## src/rtl/core/ypl_pkg.sv

```systemverilog
package ypl_pkg;

    localparam int TRIG_ITERATIONS = 16;
    localparam int TRIG_STEPS      = (TRIG_ITERATIONS < 24) ? TRIG_ITERATIONS : 24;

    localparam logic [1:0] REG_UP_X = 2'd0;
    localparam logic [1:0] REG_UP_Y = 2'd1;
    localparam logic [1:0] REG_UP_Z = 2'd2;

    localparam logic signed [15:0] UP_X_RESET = 16'sd0;
    localparam logic signed [15:0] UP_Y_RESET = 16'sd16384;
    localparam logic signed [15:0] UP_Z_RESET = 16'sd0;

    typedef struct packed {
        logic signed [13:0] yaw_red;
        logic               yaw_neg;
        logic signed [13:0] pitch_red;
        logic               pitch_neg;
        logic signed [31:0] pos_x;
        logic signed [31:0] pos_y;
        logic signed [31:0] pos_z;
    } ypl_item_t;

    typedef struct packed {
        logic signed [15:0] x;
        logic signed [15:0] y;
        logic signed [15:0] z;
    } ypl_up_t;

    // Packed so that right_x lands in the lowest bits
    typedef struct packed {
        logic signed [31:0] trans_z;
        logic signed [31:0] trans_y;
        logic signed [31:0] trans_x;
        logic signed [15:0] dir_z;
        logic signed [15:0] dir_y;
        logic signed [15:0] dir_x;
        logic signed [15:0] upward_z;
        logic signed [15:0] upward_y;
        logic signed [15:0] upward_x;
        logic signed [15:0] right_z;
        logic signed [15:0] right_y;
        logic signed [15:0] right_x;
    } ypl_result_t;

    function automatic logic signed [25:0] atan_entry(input logic [4:0] i);
        logic signed [25:0] t;
        case (i)
            5'd0:    t = 26'sd2949120;
            5'd1:    t = 26'sd1740967;
            5'd2:    t = 26'sd919879;
            5'd3:    t = 26'sd466945;
            5'd4:    t = 26'sd234379;
            5'd5:    t = 26'sd117304;
            5'd6:    t = 26'sd58666;
            5'd7:    t = 26'sd29335;
            5'd8:    t = 26'sd14668;
            5'd9:    t = 26'sd7334;
            5'd10:   t = 26'sd3667;
            5'd11:   t = 26'sd1833;
            5'd12:   t = 26'sd917;
            5'd13:   t = 26'sd458;
            5'd14:   t = 26'sd229;
            5'd15:   t = 26'sd115;
            5'd16:   t = 26'sd57;
            5'd17:   t = 26'sd29;
            5'd18:   t = 26'sd14;
            5'd19:   t = 26'sd7;
            5'd20:   t = 26'sd4;
            5'd21:   t = 26'sd2;
            5'd22:   t = 26'sd1;
            default: t = 26'sd0;
        endcase
        return t;
    endfunction

endpackage

```

## src/rtl/core/ypl_front.sv

```systemverilog
module ypl_front import ypl_pkg::*; (
    input  logic [127:0] s_tdata,  // yaw_angle, pitch_angle, pos_x, pos_y, pos_z
    output ypl_item_t    item
);

    function automatic logic [14:0] reduce(input logic signed [15:0] a);
        logic signed [17:0] v;
        logic signed [17:0] m;
        logic signed [17:0] r;
        logic               neg;
        v = 18'(a);
        if (v < -18'sd23040) begin
            m = v + 18'sd46080;
        end else if (v < 18'sd0) begin
            m = v + 18'sd23040;
        end else if (v >= 18'sd23040) begin
            m = v - 18'sd23040;
        end else begin
            m = v;
        end
        neg = 1'b0;
        if (m > 18'sd5760 && m <= 18'sd17280) begin
            r   = m - 18'sd11520;
            neg = 1'b1;
        end else if (m > 18'sd17280) begin
            r = m - 18'sd23040;
        end else begin
            r = m;
        end
        return {r[13:0], neg};
    endfunction

    logic [14:0] yaw_c;
    logic [14:0] pitch_c;

    assign yaw_c   = reduce(s_tdata[15:0]);
    assign pitch_c = reduce(s_tdata[31:16]);

    always_comb begin
        item.yaw_red   = yaw_c[14:1];
        item.yaw_neg   = yaw_c[0];
        item.pitch_red = pitch_c[14:1];
        item.pitch_neg = pitch_c[0];
        item.pos_x     = s_tdata[63:32];
        item.pos_y     = s_tdata[95:64];
        item.pos_z     = s_tdata[127:96];
    end

endmodule

```

## config.mk

```make
export PLATFORM = sky130hd
export DESIGN_NAME = ypl_front
export DESIGN_NICKNAME = d
export VERILOG_FILES = /design/src/rtl/core/ypl_pkg.sv /design/src/rtl/core/ypl_front.sv
export SDC_FILE = /design/constraint.sdc
export NUM_CORES = 1
export LEC_CHECK = 0
export BUFFER_PORTS_ARGS = -buffer_cell sky130_fd_sc_hd__buf_2
export CORE_AREA = 2 2 99 101
export DETAILED_ROUTE_END_ITERATION = 6
export DIE_AREA = 0 0 101 103
export PLACE_DENSITY = 0.69
export SYNTH_ARGS = -nofsm -noshare
export SYNTH_HDL_FRONTEND = slang
export SYNTH_SLANG_ARGS = --single-unit
export TNS_END_PERCENT = 100
```

## constraint.sdc

```tcl
create_clock -name vclk -period 7.8
set_clock_uncertainty 0.2 [all_clocks]
set_input_delay 1.17 -clock vclk [all_inputs]
set_output_delay 1.17 -clock vclk [all_outputs]
set_load 0.01 [all_outputs]
```

* After elaboration in Yosys (flattened, before gate mapping)
Index checks and enable logic that the tools add are counted.
** Storage, ports and cells
- Register bits :: 0
- Logic and storage cells :: 36
- Output and inout port bits :: 126
- Input bits :: 128
** Operators by class
- Mux-type cells :: 12
- Magnitude comparators :: 12
- Add/sub/neg operators :: 10
- Reduce and logical (&&, ||, !) cells :: 2
** Operator list (count)
- $mux W18 :: 6
- $mux W14 :: 4
- $sub A14 B14 Y14 const B :: 4
- $add A16 B17 Y18 const B :: 2
- $gt A18 B14 Y1 const B :: 2
- $gt A18 B16 Y1 const B :: 2
- $le A18 B16 Y1 const B :: 2
- $add A16 B16 Y17 const B :: 2
- $sub A16 B16 Y17 const B :: 2
- $ge A16 B16 Y1 const B :: 2
- $lt A16 B1 Y1 const B :: 2
- $lt A16 B16 Y1 const B :: 2
- $logic_and A1 B1 Y1 :: 2
- $mux W1 :: 2

* Longest topological paths before layout
Gate-level depths: netlist of run 1.
- Depth in word-level cells :: 7
- Depth in mapped cells :: 15
- Gate-level depth less buffers :: 14

* Worst setup path after synthesis of run 1
Ideal clock, no wire load.
- Path kind :: input port to output port
- Start point :: in s_tdata[11]
- End point :: out item[121] (netlist bit)
- Slack :: 2.477 ns
- Cell stages on the path :: 14
- Arrival time :: 3.953 ns
- Required time :: 6.430 ns
- Path through :: buf_2 > inv_1 > ha_1 > a211o_1 > a21oi_2 > mux2i_1 > nor3_2 > inv_1 > ha_1 > a41oi_1 > o31ai_2 > a211oi_2 > nor2_1 > a221o_1
** RTL lines
- from (decl) :: RTL line ypl_front.sv:2 : input logic [127:0] s_tdata,
- to (decl) :: RTL line ypl_front.sv:3 : output ypl_item_t item

==> flow_metrics.env, run 1 <==
export IMPL_port_buffers=62
export IMPL_fp_dieW_um=101
export IMPL_final_cell_mix="62 x buf_2, 26 x ha_1, 22 x a21oi_1, 18 x inv_1, 14 x nor2_1"
export IMPL_fin_cells=443
export IMPL_setup_ws_ns=1.982
export IMPL_final_period_utilization_pct=74.59
export IMPL_place_ws_ns=1.974
export IMPL_nets=485
export IMPL_ys_seq_area_share_pct=0
export IMPL_setup_viol=0
export IMPL_place_congestion=0.9462
export IMPL_crit_chain="buf_2, inv_1, ha_1, a211o_1, a21oi_2, mux2i_1, nor3_2, inv_1, ha_1, a41oi_1, o31ai_2, a211oi_2, nor2_1, a221o_1, buf_2"
export IMPL_worst_ep_required_time_ns=6.43
export IMPL_crit_type="primary input to output pin"
export IMPL_post_dp_hpwl_mm=6.120
export IMPL_crit_buf_inv=4
export IMPL_post_route_drc_count=0
export IMPL_slew_headroom_pct=55.69
export IMPL_drive_gt1_share_pct=29.18
export IMPL_grt_pass1_vias=2277
export IMPL_synth_top_area_share_pct=28.73
export IMPL_crit_family="compound AO/OA/AOI/OAI gates"
export IMPL_ys_warn_count=0
export IMPL_post_cts_resized=0
export IMPL_die_y_um=103
export IMPL_vias_per_cell=5.763
export IMPL_grt_max_degree=18
export IMPL_cp_arrival_ns=4.45
export IMPL_placed_cells=443
export IMPL_io_pins=254
export IMPL_period_needed_ns=5.818
export IMPL_vdd_drop_max_mv=0.04532
export IMPL_fmax_mhz=171.9
export IMPL_wl_per_cell_um=16.70
export IMPL_netlist_area_um2=3005
export IMPL_maxCapViolCount=0
export IMPL_syn_to_final_growth_pct=-15.65
export IMPL_leakagePower_nw=1.079
export IMPL_layout_commonest_cell="buf_2"
export IMPL_start_util_pct=31.77
export IMPL_cpPeakStageDelay_ns=0.41
export IMPL_dr_total_vias=2553
export IMPL_syn_num_nets=546
export IMPL_crit_path_top_delay_cell="nor3_2"
export IMPL_nClkBuffers=0
export IMPL_first_pass_iters=4
export IMPL_fin_util_pct=26.80
export IMPL_nFlopsAndLatches=0
export IMPL_drt_iter0_drc=48
export IMPL_synth_area_leaders="buf_4 29%, ha_1 11%, a21oi_1 3.7%"
export IMPL_hold_viol=0
export IMPL_die_area_um2=10400
export IMPL_grt_pass1_wl_mm=11.29
export IMPL_drv_slew=0
export IMPL_grt_setup_unrepaired="no"
export IMPL_drt_wl_total_mm=7.399
export IMPL_cp_start_kind="primary input"
export IMPL_cp_max_fo=11
export IMPL_grt_overflow=0
export IMPL_yosysUniqueCellTypes=86
export IMPL_tightest_slew_ns=0.6607
export IMPL_antenna_found_initial=0
export IMPL_syn_inst=392
export IMPL_min_path_type="primary input to output pin"
export IMPL_rows=36
export IMPL_cts_setup_buffers=0
export IMPL_critPathCaptureType="output pin"
export IMPL_core_um2=9459
export IMPL_n_antenna_cell=0
export IMPL_power_total_w=0.0002206
export IMPL_fill_cells=1039
export IMPL_fin_setup_tns_ns=0
export IMPL_status="complete, no violations"
export IMPL_ctsHoldBuffers=0
export IMPL_power_density_nw_per_um2=87.03
export IMPL_drtAntennaViolNets=0
export IMPL_grt_use_total_pct=12.92
export IMPL_regArea_um2=0
export IMPL_yosysTopAreaCell="buf_4"
export IMPL_avgSynthCellArea_um2=7.667
-- layout make-up --
type	instances	area [um2]	area share [%]
timing repair buffer	62	310.3	12.24
tap	114	142.6	5.627
multi-input combinational	249	2014	79.47
inverter	18	67.56	2.665
-- layer usage --
metal  wire length, um  part of all wire (%)  vias up  global-route usage (%)
met4               105                   1.4        0                   3.119
met1              2752                    37     1199                   15.07
met5                 0                     0        -                       0
met3               726                   9.8       22                   2.712
met2              3815                    52      137                   24.10
li1                  -                     -     1195                       -
-- path summary, 6_finish.rpt --
kind,startpoint,end,slack [ns],depth (start not counted)
max,s_tdata[11],item[121],1.98,15
min,s_tdata[114],item[18],2.14,0
-- synth_stat cells (all sizes together) (7+ instances only) --
cell	instances
a21oi	27
o21ai	14
xnor2	9
inv	18
buf	123
nand2	14
nor2	15
and3	7
ha	26
a21o	7
nor4	8
nor3	12
nand3	7
o31ai	7
-- through the flow --
step | hold WS [ns] | cell area [um2]
after global placement | 2.140 | 2535
after floorplan | 2.232 | 3005
after CTS | 2.140 | 2535
after detailed placement | 2.140 | 2535
after global routing | 2.140 | 2535
final | 2.140 | 2535
-- report_power, final --
part | total, W | switching (W) | internal [W]
logic | 0.000221 | 0.000130 | 0.0000903
clock network | 0 | 0 | 0
registers | 0 | 0 | 0
total | 0.000221 | 0.000130 | 0.0000903
-- cell families after synthesis --
kind of cell | share of synthesized area, %
xor gates and xnor gates | 3.164
buffers and inverters | 32.97
AOI/OAI and AO/OA | 28.14
adders and majority gates | 10.82
muxes | 2.415
and+or+nand+nor | 22.48
Note: power is estimated with default switching activity, not from simulation.
==> inputs of run 2 (changes only) <==
- PLACE_DENSITY: 0.69 -> 0.72
- clock period: 7.8 -> 4.95 ns (I/O delays scaled with it)
==> run 2 against run 1 <==
Net effect:
- sequential cell count unchanged
- final cell count up 1.1%
- final area up 2.8%
- utilization up 0.75 points
- first-iteration DRC count up 69%
- largest cell class unchanged
==> flow_metrics.env, run 2 (same netlist as run 1, synthesis figures left out) <==
export IMPL_cts_setup_buffers=0
export IMPL_drt_wl_total_mm=7.522
export IMPL_hold_viol=0
export IMPL_post_dp_hpwl_mm=6.017
export IMPL_slew_headroom_pct=60.34
export IMPL_regArea_um2=0
export IMPL_layout_commonest_cell="buf_2"
export IMPL_min_path_type="primary input to output pin"
export IMPL_io_pins=254
export IMPL_cp_start_kind="primary input"
export IMPL_place_congestion=0.9131
export IMPL_vias_per_cell=5.717
export IMPL_power_density_nw_per_um2=137.9
export IMPL_rows=36
export IMPL_worst_ep_required_time_ns=4.01
export IMPL_core_um2=9459
export IMPL_die_y_um=103
export IMPL_nets=490
export IMPL_fin_util_pct=27.55
export IMPL_drive_gt1_share_pct=31.14
export IMPL_tightest_slew_ns=0.5932
export IMPL_cp_max_fo=7
export IMPL_final_period_utilization_pct=96.22
export IMPL_crit_type="primary input to output pin"
export IMPL_maxCapViolCount=0
export IMPL_fin_area_um2=2606
export IMPL_critPathCaptureType="output pin"
export IMPL_die_area_um2=10400
export IMPL_syn_to_final_growth_pct=-13.28
export IMPL_grt_overflow=0
export IMPL_setup_viol=0
export IMPL_drtAntennaViolNets=0
export IMPL_nClkBuffers=0
export IMPL_post_route_drc_count=0
export IMPL_drv_slew=0
export IMPL_first_pass_iters=4
export IMPL_grt_pass1_vias=2250
export IMPL_vdd_drop_max_mv=0.04869
export IMPL_grt_pass1_wl_mm=11.14
export IMPL_period_needed_ns=4.763
export IMPL_fp_dieW_um=101
export IMPL_antenna_found_initial=0
export IMPL_port_buffers=62
export IMPL_final_cell_mix="62 x buf_2, 26 x ha_1, 21 x a21oi_1, 18 x inv_1, 14 x nor2_1"
export IMPL_drt_iter0_drc=81
export IMPL_grt_use_total_pct=12.67
export IMPL_nFlopsAndLatches=0
export IMPL_leakagePower_nw=1.114
export IMPL_wl_per_cell_um=16.79
export IMPL_status="complete, no violations"
export IMPL_n_antenna_cell=0
export IMPL_cp_arrival_ns=3.82
export IMPL_dr_total_vias=2561
export IMPL_start_util_pct=31.77
export IMPL_grt_max_degree=18
export IMPL_dpl_cell_area_um2=2572
export IMPL_fmax_mhz=210.0
run 2: report_power, final:
| part | total, W | internal, W | switching [W] |
|---|---|---|---|
| registers | 0 | 0 | 0 |
| clock network | 0 | 0 | 0 |
| logic | 0.000359 | 0.000150 | 0.000210 |
run 2: timing repair:
action | CTS | global route
resized for setup | 0 | 5
endpoints found under the setup margin | 0 | 10
hold buffers | 0 | 0
run 2: layer usage:
metal	GRT usage [%]	wire length, um	up-vias
li1	-	-	1203
met1	14.22	2730	1182
met3	2.373	668	42
met5	0	0	-
met4	6.653	436	0
met2	22.82	3686	134
run 2: critical path: stages:
cell,delay (ns)
buf_2,0.14
inv_1,0.13
ha_1,0.19
and3b_1,0.22
o21bai_2,0.27
a21oi_1,0.22
nor3_4,0.32
inv_1,0.11
ha_1,0.21
a41oi_1,0.22
o31ai_2,0.12
a211oi_2,0.30
nor2_1,0.13
a221o_1,0.35
buf_2,0.14
run 2: final cells by class:
cell class | instances | area, um2
tap | 114 | 142.6
multi-input combinational | 249 | 2048
inverter | 18 | 67.56
fill | 1014 | 6853
timing repair buffer | 67 | 347.8
run 2: path summary, 6_finish.rpt:
path | from | end | slack (ns) | cells after the start
max | s_tdata[10] | item[121] | 0.19 | 15
min | s_tdata[113] | item[17] | 1.29 | 0
run 2: stage by stage:
step                setup slack [ns]  hold WS, ns  setup TNS, ns  power (W)  instances
floorplan                     0.4820        1.377              0  0.0003367        392
global placement              0.2348        1.285              0  0.0003437        448
detailed placement           0.08989        1.285              0  0.0003503        448
CTS                          0.09325        1.285              0  0.0003523        448
global route                -0.03048        1.285       -0.04171  0.0003961        448
finish                        0.1872        1.285              0  0.0003595        448
