`config.mk`:
```
export PLATFORM = sky130hd
export DESIGN_NAME = ypl_queue
export DESIGN_NICKNAME = d
export VERILOG_FILES = /design/src/rtl/core/ypl_pkg.sv /design/src/rtl/core/ypl_queue.sv
export SDC_FILE = /design/constraint.sdc
export NUM_CORES = 1
export LEC_CHECK = 0
export ABC_AREA = 0
export BUFFER_PORTS_ARGS = -buffer_cell sky130_fd_sc_hd__buf_2
export CORE_ASPECT_RATIO = 2
export CORE_UTILIZATION = 30
export DETAILED_ROUTE_END_ITERATION = 8
export PLACE_DENSITY = 0.63
export SYNTH_ARGS = -nofsm -noshare
export SYNTH_HDL_FRONTEND = slang
export SYNTH_SLANG_ARGS = --single-unit
```
`constraint.sdc`:
```
create_clock -name aclk -period 7.1 [get_ports aclk]
set_input_delay 1.42 -clock aclk [delete_from_list [all_inputs] [get_ports aclk]]
set_output_delay 1.42 -clock aclk [all_outputs]
set_load 0.03 [all_outputs]
```
`src/rtl/core/ypl_pkg.sv`:
```
package ypl_pkg;

    localparam int TRIG_ITERATIONS = 16;
    localparam int TRIG_STEPS      = (TRIG_ITERATIONS < 24) ? TRIG_ITERATIONS : 24;

    localparam logic [1:0] REG_UP_X = 2'd0;
    localparam logic [1:0] REG_UP_Y = 2'd1;
    localparam logic [1:0] REG_UP_Z = 2'd2;

    localparam logic signed [15:0] UP_X_RESET = 16'sd0;
    localparam logic signed [15:0] UP_Y_RESET = 16'sd16384;
    localparam logic signed [15:0] UP_Z_RESET = 16'sd0;

    typedef struct packed {
        logic signed [13:0] yaw_red;
        logic               yaw_neg;
        logic signed [13:0] pitch_red;
        logic               pitch_neg;
        logic signed [31:0] pos_x;
        logic signed [31:0] pos_y;
        logic signed [31:0] pos_z;
    } ypl_item_t;

    typedef struct packed {
        logic signed [15:0] x;
        logic signed [15:0] y;
        logic signed [15:0] z;
    } ypl_up_t;

    // Packed so that right_x lands in the lowest bits
    typedef struct packed {
        logic signed [31:0] trans_z;
        logic signed [31:0] trans_y;
        logic signed [31:0] trans_x;
        logic signed [15:0] dir_z;
        logic signed [15:0] dir_y;
        logic signed [15:0] dir_x;
        logic signed [15:0] upward_z;
        logic signed [15:0] upward_y;
        logic signed [15:0] upward_x;
        logic signed [15:0] right_z;
        logic signed [15:0] right_y;
        logic signed [15:0] right_x;
    } ypl_result_t;

    function automatic logic signed [25:0] atan_entry(input logic [4:0] i);
        logic signed [25:0] t;
        case (i)
            5'd0:    t = 26'sd2949120;
            5'd1:    t = 26'sd1740967;
            5'd2:    t = 26'sd919879;
            5'd3:    t = 26'sd466945;
            5'd4:    t = 26'sd234379;
            5'd5:    t = 26'sd117304;
            5'd6:    t = 26'sd58666;
            5'd7:    t = 26'sd29335;
            5'd8:    t = 26'sd14668;
            5'd9:    t = 26'sd7334;
            5'd10:   t = 26'sd3667;
            5'd11:   t = 26'sd1833;
            5'd12:   t = 26'sd917;
            5'd13:   t = 26'sd458;
            5'd14:   t = 26'sd229;
            5'd15:   t = 26'sd115;
            5'd16:   t = 26'sd57;
            5'd17:   t = 26'sd29;
            5'd18:   t = 26'sd14;
            5'd19:   t = 26'sd7;
            5'd20:   t = 26'sd4;
            5'd21:   t = 26'sd2;
            5'd22:   t = 26'sd1;
            default: t = 26'sd0;
        endcase
        return t;
    endfunction

endpackage

```
`src/rtl/core/ypl_queue.sv`:
```
module ypl_queue import ypl_pkg::*; (
    input  logic      aclk,
    input  logic      aresetn,
    input  logic      in_valid,
    output logic      in_ready,
    input  ypl_item_t in_item,
    output logic      out_valid,
    input  logic      out_ready,
    output ypl_item_t out_item
);

    ypl_item_t  mem_reg [2];
    logic       wr_ptr_reg, wr_ptr_next;
    logic       rd_ptr_reg, rd_ptr_next;
    logic [1:0] count_reg, count_next;
    logic       push, pop;

    assign in_ready  = (count_reg != 2'd2);
    assign out_valid = (count_reg != 2'd0);
    assign out_item  = mem_reg[rd_ptr_reg];
    assign push      = in_valid && in_ready;
    assign pop       = out_valid && out_ready;

    always_comb begin
        wr_ptr_next = push ? ~wr_ptr_reg : wr_ptr_reg;
        rd_ptr_next = pop ? ~rd_ptr_reg : rd_ptr_reg;
        count_next  = count_reg;
        if (push && !pop) begin
            count_next = count_reg + 2'd1;
        end else if (pop && !push) begin
            count_next = count_reg - 2'd1;
        end
    end

    always_ff @(posedge aclk) begin
        if (push) begin
            mem_reg[wr_ptr_reg] <= in_item;
        end
    end

    always_ff @(posedge aclk) begin
        if (!aresetn) begin
            wr_ptr_reg <= 1'b0;
            rd_ptr_reg <= 1'b0;
            count_reg  <= 2'd0;
        end else begin
            wr_ptr_reg <= wr_ptr_next;
            rd_ptr_reg <= rd_ptr_next;
            count_reg  <= count_next;
        end
    end

endmodule

```
== Yosys cells after proc, flatten, opt, wreduce, memory -nomap -nowiden ==
Memory sizes are Yosys's and may differ from the RTL's. A register that Yosys moved wholly into a read port is not among the register bits.
Index checks and enable logic that the tools add are counted.
Cells by class
  add/subtract/negate cells: 2
  equal/unequal tests: 1
  muxes and demuxes: 6
  bitwise operators: 2
  reductions and logical operators: 8
Operator list (number)
  $logic_and 1x1->1: 4
  $mux 1: 4
  $mux 2: 2
  $reduce_bool 2->1: 2
  $add 2x1->2 const B: 1
  $logic_not 1->1: 2
  $ne 2x2->1 const B: 1
  $not 1->1: 2
  $sub 2x1->2 const B: 1
Word-level totals
  register bits: 4
  memory bits (writable): 252
  input bits: 130
  output and inout port bits: 128
  word-level logic and storage cells: 23
  memories: 1
Memory list
  mem_reg: words 2, width 126, read ports 1, clocked after Yosys merged registers in 1, wr ports 1, line ypl_queue.sv:12  | ypl_item_t mem_reg [2];

== Longest topological paths before layout ==
Gate-level depths: netlist of the first run.
  depth after elaboration: 6
  gate-level depth with buffers: 6
  gate-level depth less buffers: 6

== Worst setup path after synthesis of the first run ==
No wires, ideal clock.
  path kind: input -> register
  start point: input in_valid
  end point: memory mem_reg[1][0] (netlist bit), enable pin
  data arrival time: 4.372 ns
  setup slack: 2.228 ns
  cell stages on the path: 1
  buffers on the path: 0
  cell sequence: and3_1
Between the ends
  cells in the longest elaborated chain, start to end: 3
Ends and longest elaborated chain
  start: declaration: line ypl_queue.sv:4  | input logic in_valid,
  $logic_and 1x1->1: line ypl_queue.sv:21  | assign push = in_valid && in_ready;
  $mux 1: line ypl_queue.sv:36  | if (push) begin
  $mux 1 (implied by the code): line ypl_queue.sv:37  | mem_reg[wr_ptr_reg] <= in_item;
  end: declaration: line ypl_queue.sv:12
No other way between the ends.

==> results of run 1 <==
layer usage:
layer | GRT usage | share of wire | up-vias
li1 | - | - | 2217
met1 | 0.09982 | 0.30 | 2385
met2 | 0.2331 | 0.58 | 182
met3 | 0.02253 | 0.050 | 59
met4 | 0.09076 | 0.061 | 2
met5 | 0 | 0.00040 | -
power by group through the flow:
stage | Sequential [mW] | Combinational (mW) | Clock, mW
detailed placement | 2.03 | 1.36 | 0
global route | 2.01 | 1.41 | 1.45
floorplan | 1.98 | 1.05 | 0
CTS | 1.99 | 1.36 | 1.40
finish | 1.99 | 1.34 | 1.36
global placement | 2.02 | 1.35 | 0
tightest hold or removal path: cells and delay by family (launching register included):
family             cells  cell delay (ps)
DFF                    1              360
AOI/OAI and AO/OA      2              150
layout make-up:
type,count,area (um2),area share
diodes,8,20.02,0.001656
clock buffers,27,633.1,0.05236
clock inverters,17,209.0,0.01728
inverters,1,6.256,0.0005174
multi-input cells,144,1713,0.1417
flip-flops and latches,257,7671,0.6344
well taps,418,523.0,0.04325
repair buffers,261,1316,0.1089
how the worst max path moves through the flow:
| stage | start | endpoint | slack [ps] | cells after the start |
|---|---|---|---|---|
| 3_3_place_gp | in_valid | mem_reg[1][102] | 3410 | 3 |
| 6_report | register | out_item[54] | 2920 | 3 |
| 4_1_cts | register | out_item[49] | 2840 | 3 |
| 5_1_grt | register | out_item[51] | 2780 | 3 |
| 3_5_place_dp | in_valid | mem_reg[1][102] | 3390 | 3 |
| 2_1_floorplan | in_valid | mem_reg[1][0] | 2230 | 1 |
synth_stat cells (2+ instances only):
master and number:
and2_1 4, buf_2 8, buf_6 6, dfxtp_1 5
edfxtp_1 252, mux2_2 86, mux2_4 40, xnor2_1 2
stage by stage:
stage	worst slack (ps)	hold slack, ps	power (mW)
floorplan	2228	512.4	3.032
global placement	3406	529.2	3.370
detailed placement	3391	549.6	3.386
CTS	2842	557.7	4.758
global route	2777	593.7	4.865
finish	2921	555.2	4.686
logic make-up after synthesis:
| kind of cell | after synthesis | synth area share |
|---|---|---|
| DFF | 257 | 0.8082 |
| muxes | 126 | 0.1654 |
| buffers and inverters | 15 | 0.01174 |
| and+or+nand+nor | 9 | 0.006859 |
| AOI/OAI and AO/OA | 5 | 0.003693 |
| xor gates and xnor gates | 3 | 0.002770 |
| adders and majority gates | 1 | 0.001319 |
==> summary.txt, run 1 <==
GPL Wtd Cong: 0.7609
Clock skew: 19.92 ps
Ranking of synthesized cells by area: edfxtp_1 (80%), mux2_2 (10%), mux2_4 (6.3%)
Die H: 253.5 um
Worst setup SP type: register
Comb pwr share: 0.286
Register area share after synthesis: 0.8082
Clock buffer depth: 3
Row count: 91
# setup viols final: 0
Resized cells post-CTS: 0
Clock transition at the registers of the reported paths: 70 ps
Crit path max fanout: 58
Final nets: 820
Worst path cell trace: buf_4, mux2_2, buf_2
Top cell type's share of synthesized area: 0.7977
Leakage power total: 4.505 nW
Worst r2r dst: mem_reg[1][11]
Crit end category: primary output
Share of layout cells above drive strength 1: 0.6139
Seq cells post-synth: 257
CTS buffer count: 24
CP max stage delay: 810 ps
Status: finished, final reports clean
Post-DP HPWL: 13420 um
Worst hold path type: reg -> reg
GRT overflow: 0
Buffers & Inverters on Critical Path: 2
Clock Sinks: 257
Hold Vio Cnt, Final: 0
Hold Path Sink: count_reg[1]
Synth unique cells: 21
Slew Limit Headroom: 0.2505
Die X: 127.7 um
Wire per inst: 17.56 um
DR iter-0 viols: 150
Ys flop type: edfxtp_1
Total Routed Length: 19890 um
Post-Syn Area: 9487 um2
Most frequent cells in the layout: buf_2 (257), edfxtp_1 (252), mux2_2 (86), mux2_4 (40), clkbuf_16 (25)
Post-CTS Hold Buffers: 0
Share of the core filled with cells: 0.3904
CTS tree: done
Core footprint: 30970 um2
Placed cell areas: 11230 um2
Power share of the sequential group: 0.424
Via count: 4845
Min Tclk post-route: 4179 ps
R2R Path Start: count_reg[0]
Post-route ant nets: 0
DRC: 0
Sw Pwr: 1.501 mW
Async set or reset register ratio after synthesis: 0
Antenna violations before repair: 9
Most common cell after layout, fill and taps aside: buf_2
Data required time of the worst path: 5680 ps
Total negative slack: 0 ps
First-pass GRT wire length: 28210 um
Net count after synthesis: 547
Worst Path Class, Setup: reg -> out
Cells after synthesis: 416
Fmax: 239.3 MHz
R2R Setup Slk: 4400 ps
Top-level port count: 258
Filler cells: 2953
Max cap viols: 0
Final slew viol count: 0
Clk pwr share: 0.289
Post-route clock period utilization: 0.5886
Largest net degree at the start of global routing: 78
Starting Density: 0.3063
Postcts setup bufs: 0
Worst Hold Depth: 2
Worst hold start: count_reg[1]
Non-filler instance count after layout: 1133
I/O Buffers: 257
Int Pwr: 3.185 mW
Critical Path AT: 2760 ps
TritonRoute pass-1 iters: 4
Synth warn: 0
GRT Resource Usage Total: 0.1180
Top Family by Delay on Critical Path: buffers and inverters
Placed instance count: 1081
EDFF count, synth: 252
Area added between synthesis and finish: 27.46%
Power Density: 387.6 nW/um2
Synth area leader: edfxtp_1
Mean Syn Cell Area: 22.80 um2
H-tree depth: 1
Switching share of power: 0.3203
Area of the die: 32380 um2
CTS root buffer: clkbuf_16
Slew of the pin with the lowest slew margin: 1124 ps
Max reg flops: 252
Crit path max-delay cell type: dfxtp_4
Maximum vdd drop: 0.0003352 V
Cell area after layout: 12090 um2
Vias/cell: 4.276
Vias in the first global route: 5224
R2R cell count: 3
RSZ-0062 raised after global routing: no
Worst-Skew Late Latency: 530 ps
(Power assumes the default switching activity.)
==> run 2: changes to the inputs <==
- PLACE_DENSITY: 0.63 -> 0.64
- clock period: 7.1 -> 3.6 ns (I/O delays scaled with it)
==> run 2 against run 1 <==
Non-clock buffer count rose by 5. Largest cell class unchanged. First-iteration DRC count rose by 19%. Critical endpoint is now out_item[8]. Sequential cell count did not move. Register-to-register slack got worse by 2700 ps. Hold slack got worse by 170 ps. Largest power group unchanged. Via count fell by 0.80%. Die area did not move. Worst setup slack got worse by 2200 ps. Power rose by 95%.
==> summary.txt, run 2 (synthesized netlist as in run 1, its figures left out) <==
Die H: 253.5 um
Final nets: 825
Final Power: 9.147 mW
Via count: 4806
DRC: 0
Register area: 7671 um2
Hold Path Sink: mem_reg[0][16]
Post-route ant nets: 0
Share of layout cells above drive strength 1: 0.6099
Hold Vio Cnt, Final: 0
GRT Resource Usage Total: 0.1178
Maximum vdd drop: 0.0008598 V
Final slew viol count: 0
Slew Limit Headroom: 0.4902
Clock buffer depth: 3
Area of the multi-input gates: 1713 um2
First-pass GRT wire length: 27930 um
Core footprint: 30970 um2
Slew of the pin with the lowest slew margin: 764.8 ps
H-tree depth: 1
Final WS setup: 770.0 ps
CTS buffer count: 24
Worst hold slack: 382.5 ps
Sw Pwr: 2.911 mW
Leakage power total: 4.504 nW
Crit end category: primary output
Power share of the sequential group: 0.426
Most common cell after layout, fill and taps aside: buf_2
Post-route clock period utilization: 0.7861
Worst Path Class, Setup: reg -> out
Worst r2r dst: mem_reg[1][122]
TritonRoute pass-1 iters: 4
GRT overflow: 0
Clock transition at the registers of the reported paths: 70 ps
Worst hold path type: in -> reg
Clock skew: 14.45 ps
Data required time of the worst path: 2880 ps
Crit path max fanout: 34
Min Tclk post-route: 2830 ps
# setup viols final: 0
Largest net degree at the start of global routing: 127
Status: finished, final reports clean
Placed instance count: 1086
Postcts setup bufs: 0
R2R cell count: 3
Most frequent cells in the layout: buf_2 (257), edfxtp_1 (252), mux2_2 (86), mux2_4 (40), clkbuf_16 (25)
RSZ-0062 raised after global routing: no
Wire per inst: 17.34 um
Die X: 127.7 um
Area added between synthesis and finish: 27.84%
Comb pwr share: 0.298
Power Density: 754.2 nW/um2
Fmax: 353.4 MHz
Max cap viols: 0
CTS root buffer: clkbuf_16
Total negative slack: 0 ps
DR iter-0 viols: 179
Filler cells: 2893
I/O Buffers: 257
Non-filler instance count after layout: 1134
Worst-Skew Late Latency: 520 ps
Clock Sinks: 257
Post-CTS Hold Buffers: 0
Post-DP HPWL: 13510 um
Row count: 91
GPL Wtd Cong: 0.7634
R2R Path Start: count_reg[0]
Worst Hold Depth: 1
Clk pwr share: 0.276
Switching share of power: 0.3183
Max reg flops: 252
CTS tree: done
Worst hold start: in_item[16]
Top-level port count: 258
Critical Path AT: 2110 ps
Vias/cell: 4.238
Area of the die: 32380 um2
Vias in the first global route: 5137
DP Worst Slack: 1245 ps
Worst setup SP type: register
Starting Density: 0.3063
R2R Setup Slk: 1660 ps
Total Routed Length: 19670 um
Resized cells post-CTS: 0
Antenna violations before repair: 8
Int Pwr: 6.235 mW
-- run 2: power by group through the flow --
stage	sequential [mW]	combinational (mW)	clock, mW
6_report	3.90	2.73	2.52
5_1_grt	3.94	2.88	2.71
4_1_cts	3.91	2.78	2.61
3_5_place_dp	3.97	2.77	0
3_3_place_gp	3.95	2.76	0
2_1_floorplan	3.89	2.07	0
-- run 2: routing by layer --
metal	up-vias	wire length, um	GRT usage
met4	4	799	0.07563
met1	2367	5914	0.09809
met2	175	11680	0.2366
li1	2219	-	-
met5	-	30	0
met3	41	1243	0.02863
-- run 2: how the worst max path moves through the flow --
stage	end	slack (ps)	depth (start not counted)
6_report	out_item[8]	770	3
5_1_grt	out_item[20]	630	3
4_1_cts	out_item[73]	670	3
3_5_place_dp	out_item[73]	1240	3
3_3_place_gp	out_item[73]	1260	3
2_1_floorplan	mem_reg[0][0]	490	2
-- run 2: cell type report --
type                       instances  area share
multi-input combinational        144      0.1412
inverter                           1   0.0006190
timing repair buffer             266      0.1168
antenna                            6    0.001238
sequential                       257      0.6325
clock inverter                    14     0.01197
tap                              418     0.04312
clock buffer                      28     0.05251
-- run 2: metrics by stage --
step	instance area (um2)	util
after floorplan	9492	-
after detailed placement	11330	0.3659
after global routing	12130	0.3915
final	12130	0.3916
after global placement	11330	0.3659
after CTS	12110	0.3911
-- run 2: critical path: stages, from the launching register on --
cell,delay [ps]
dfxtp_4,710
buf_12,300
mux2_2,370
buf_2,180
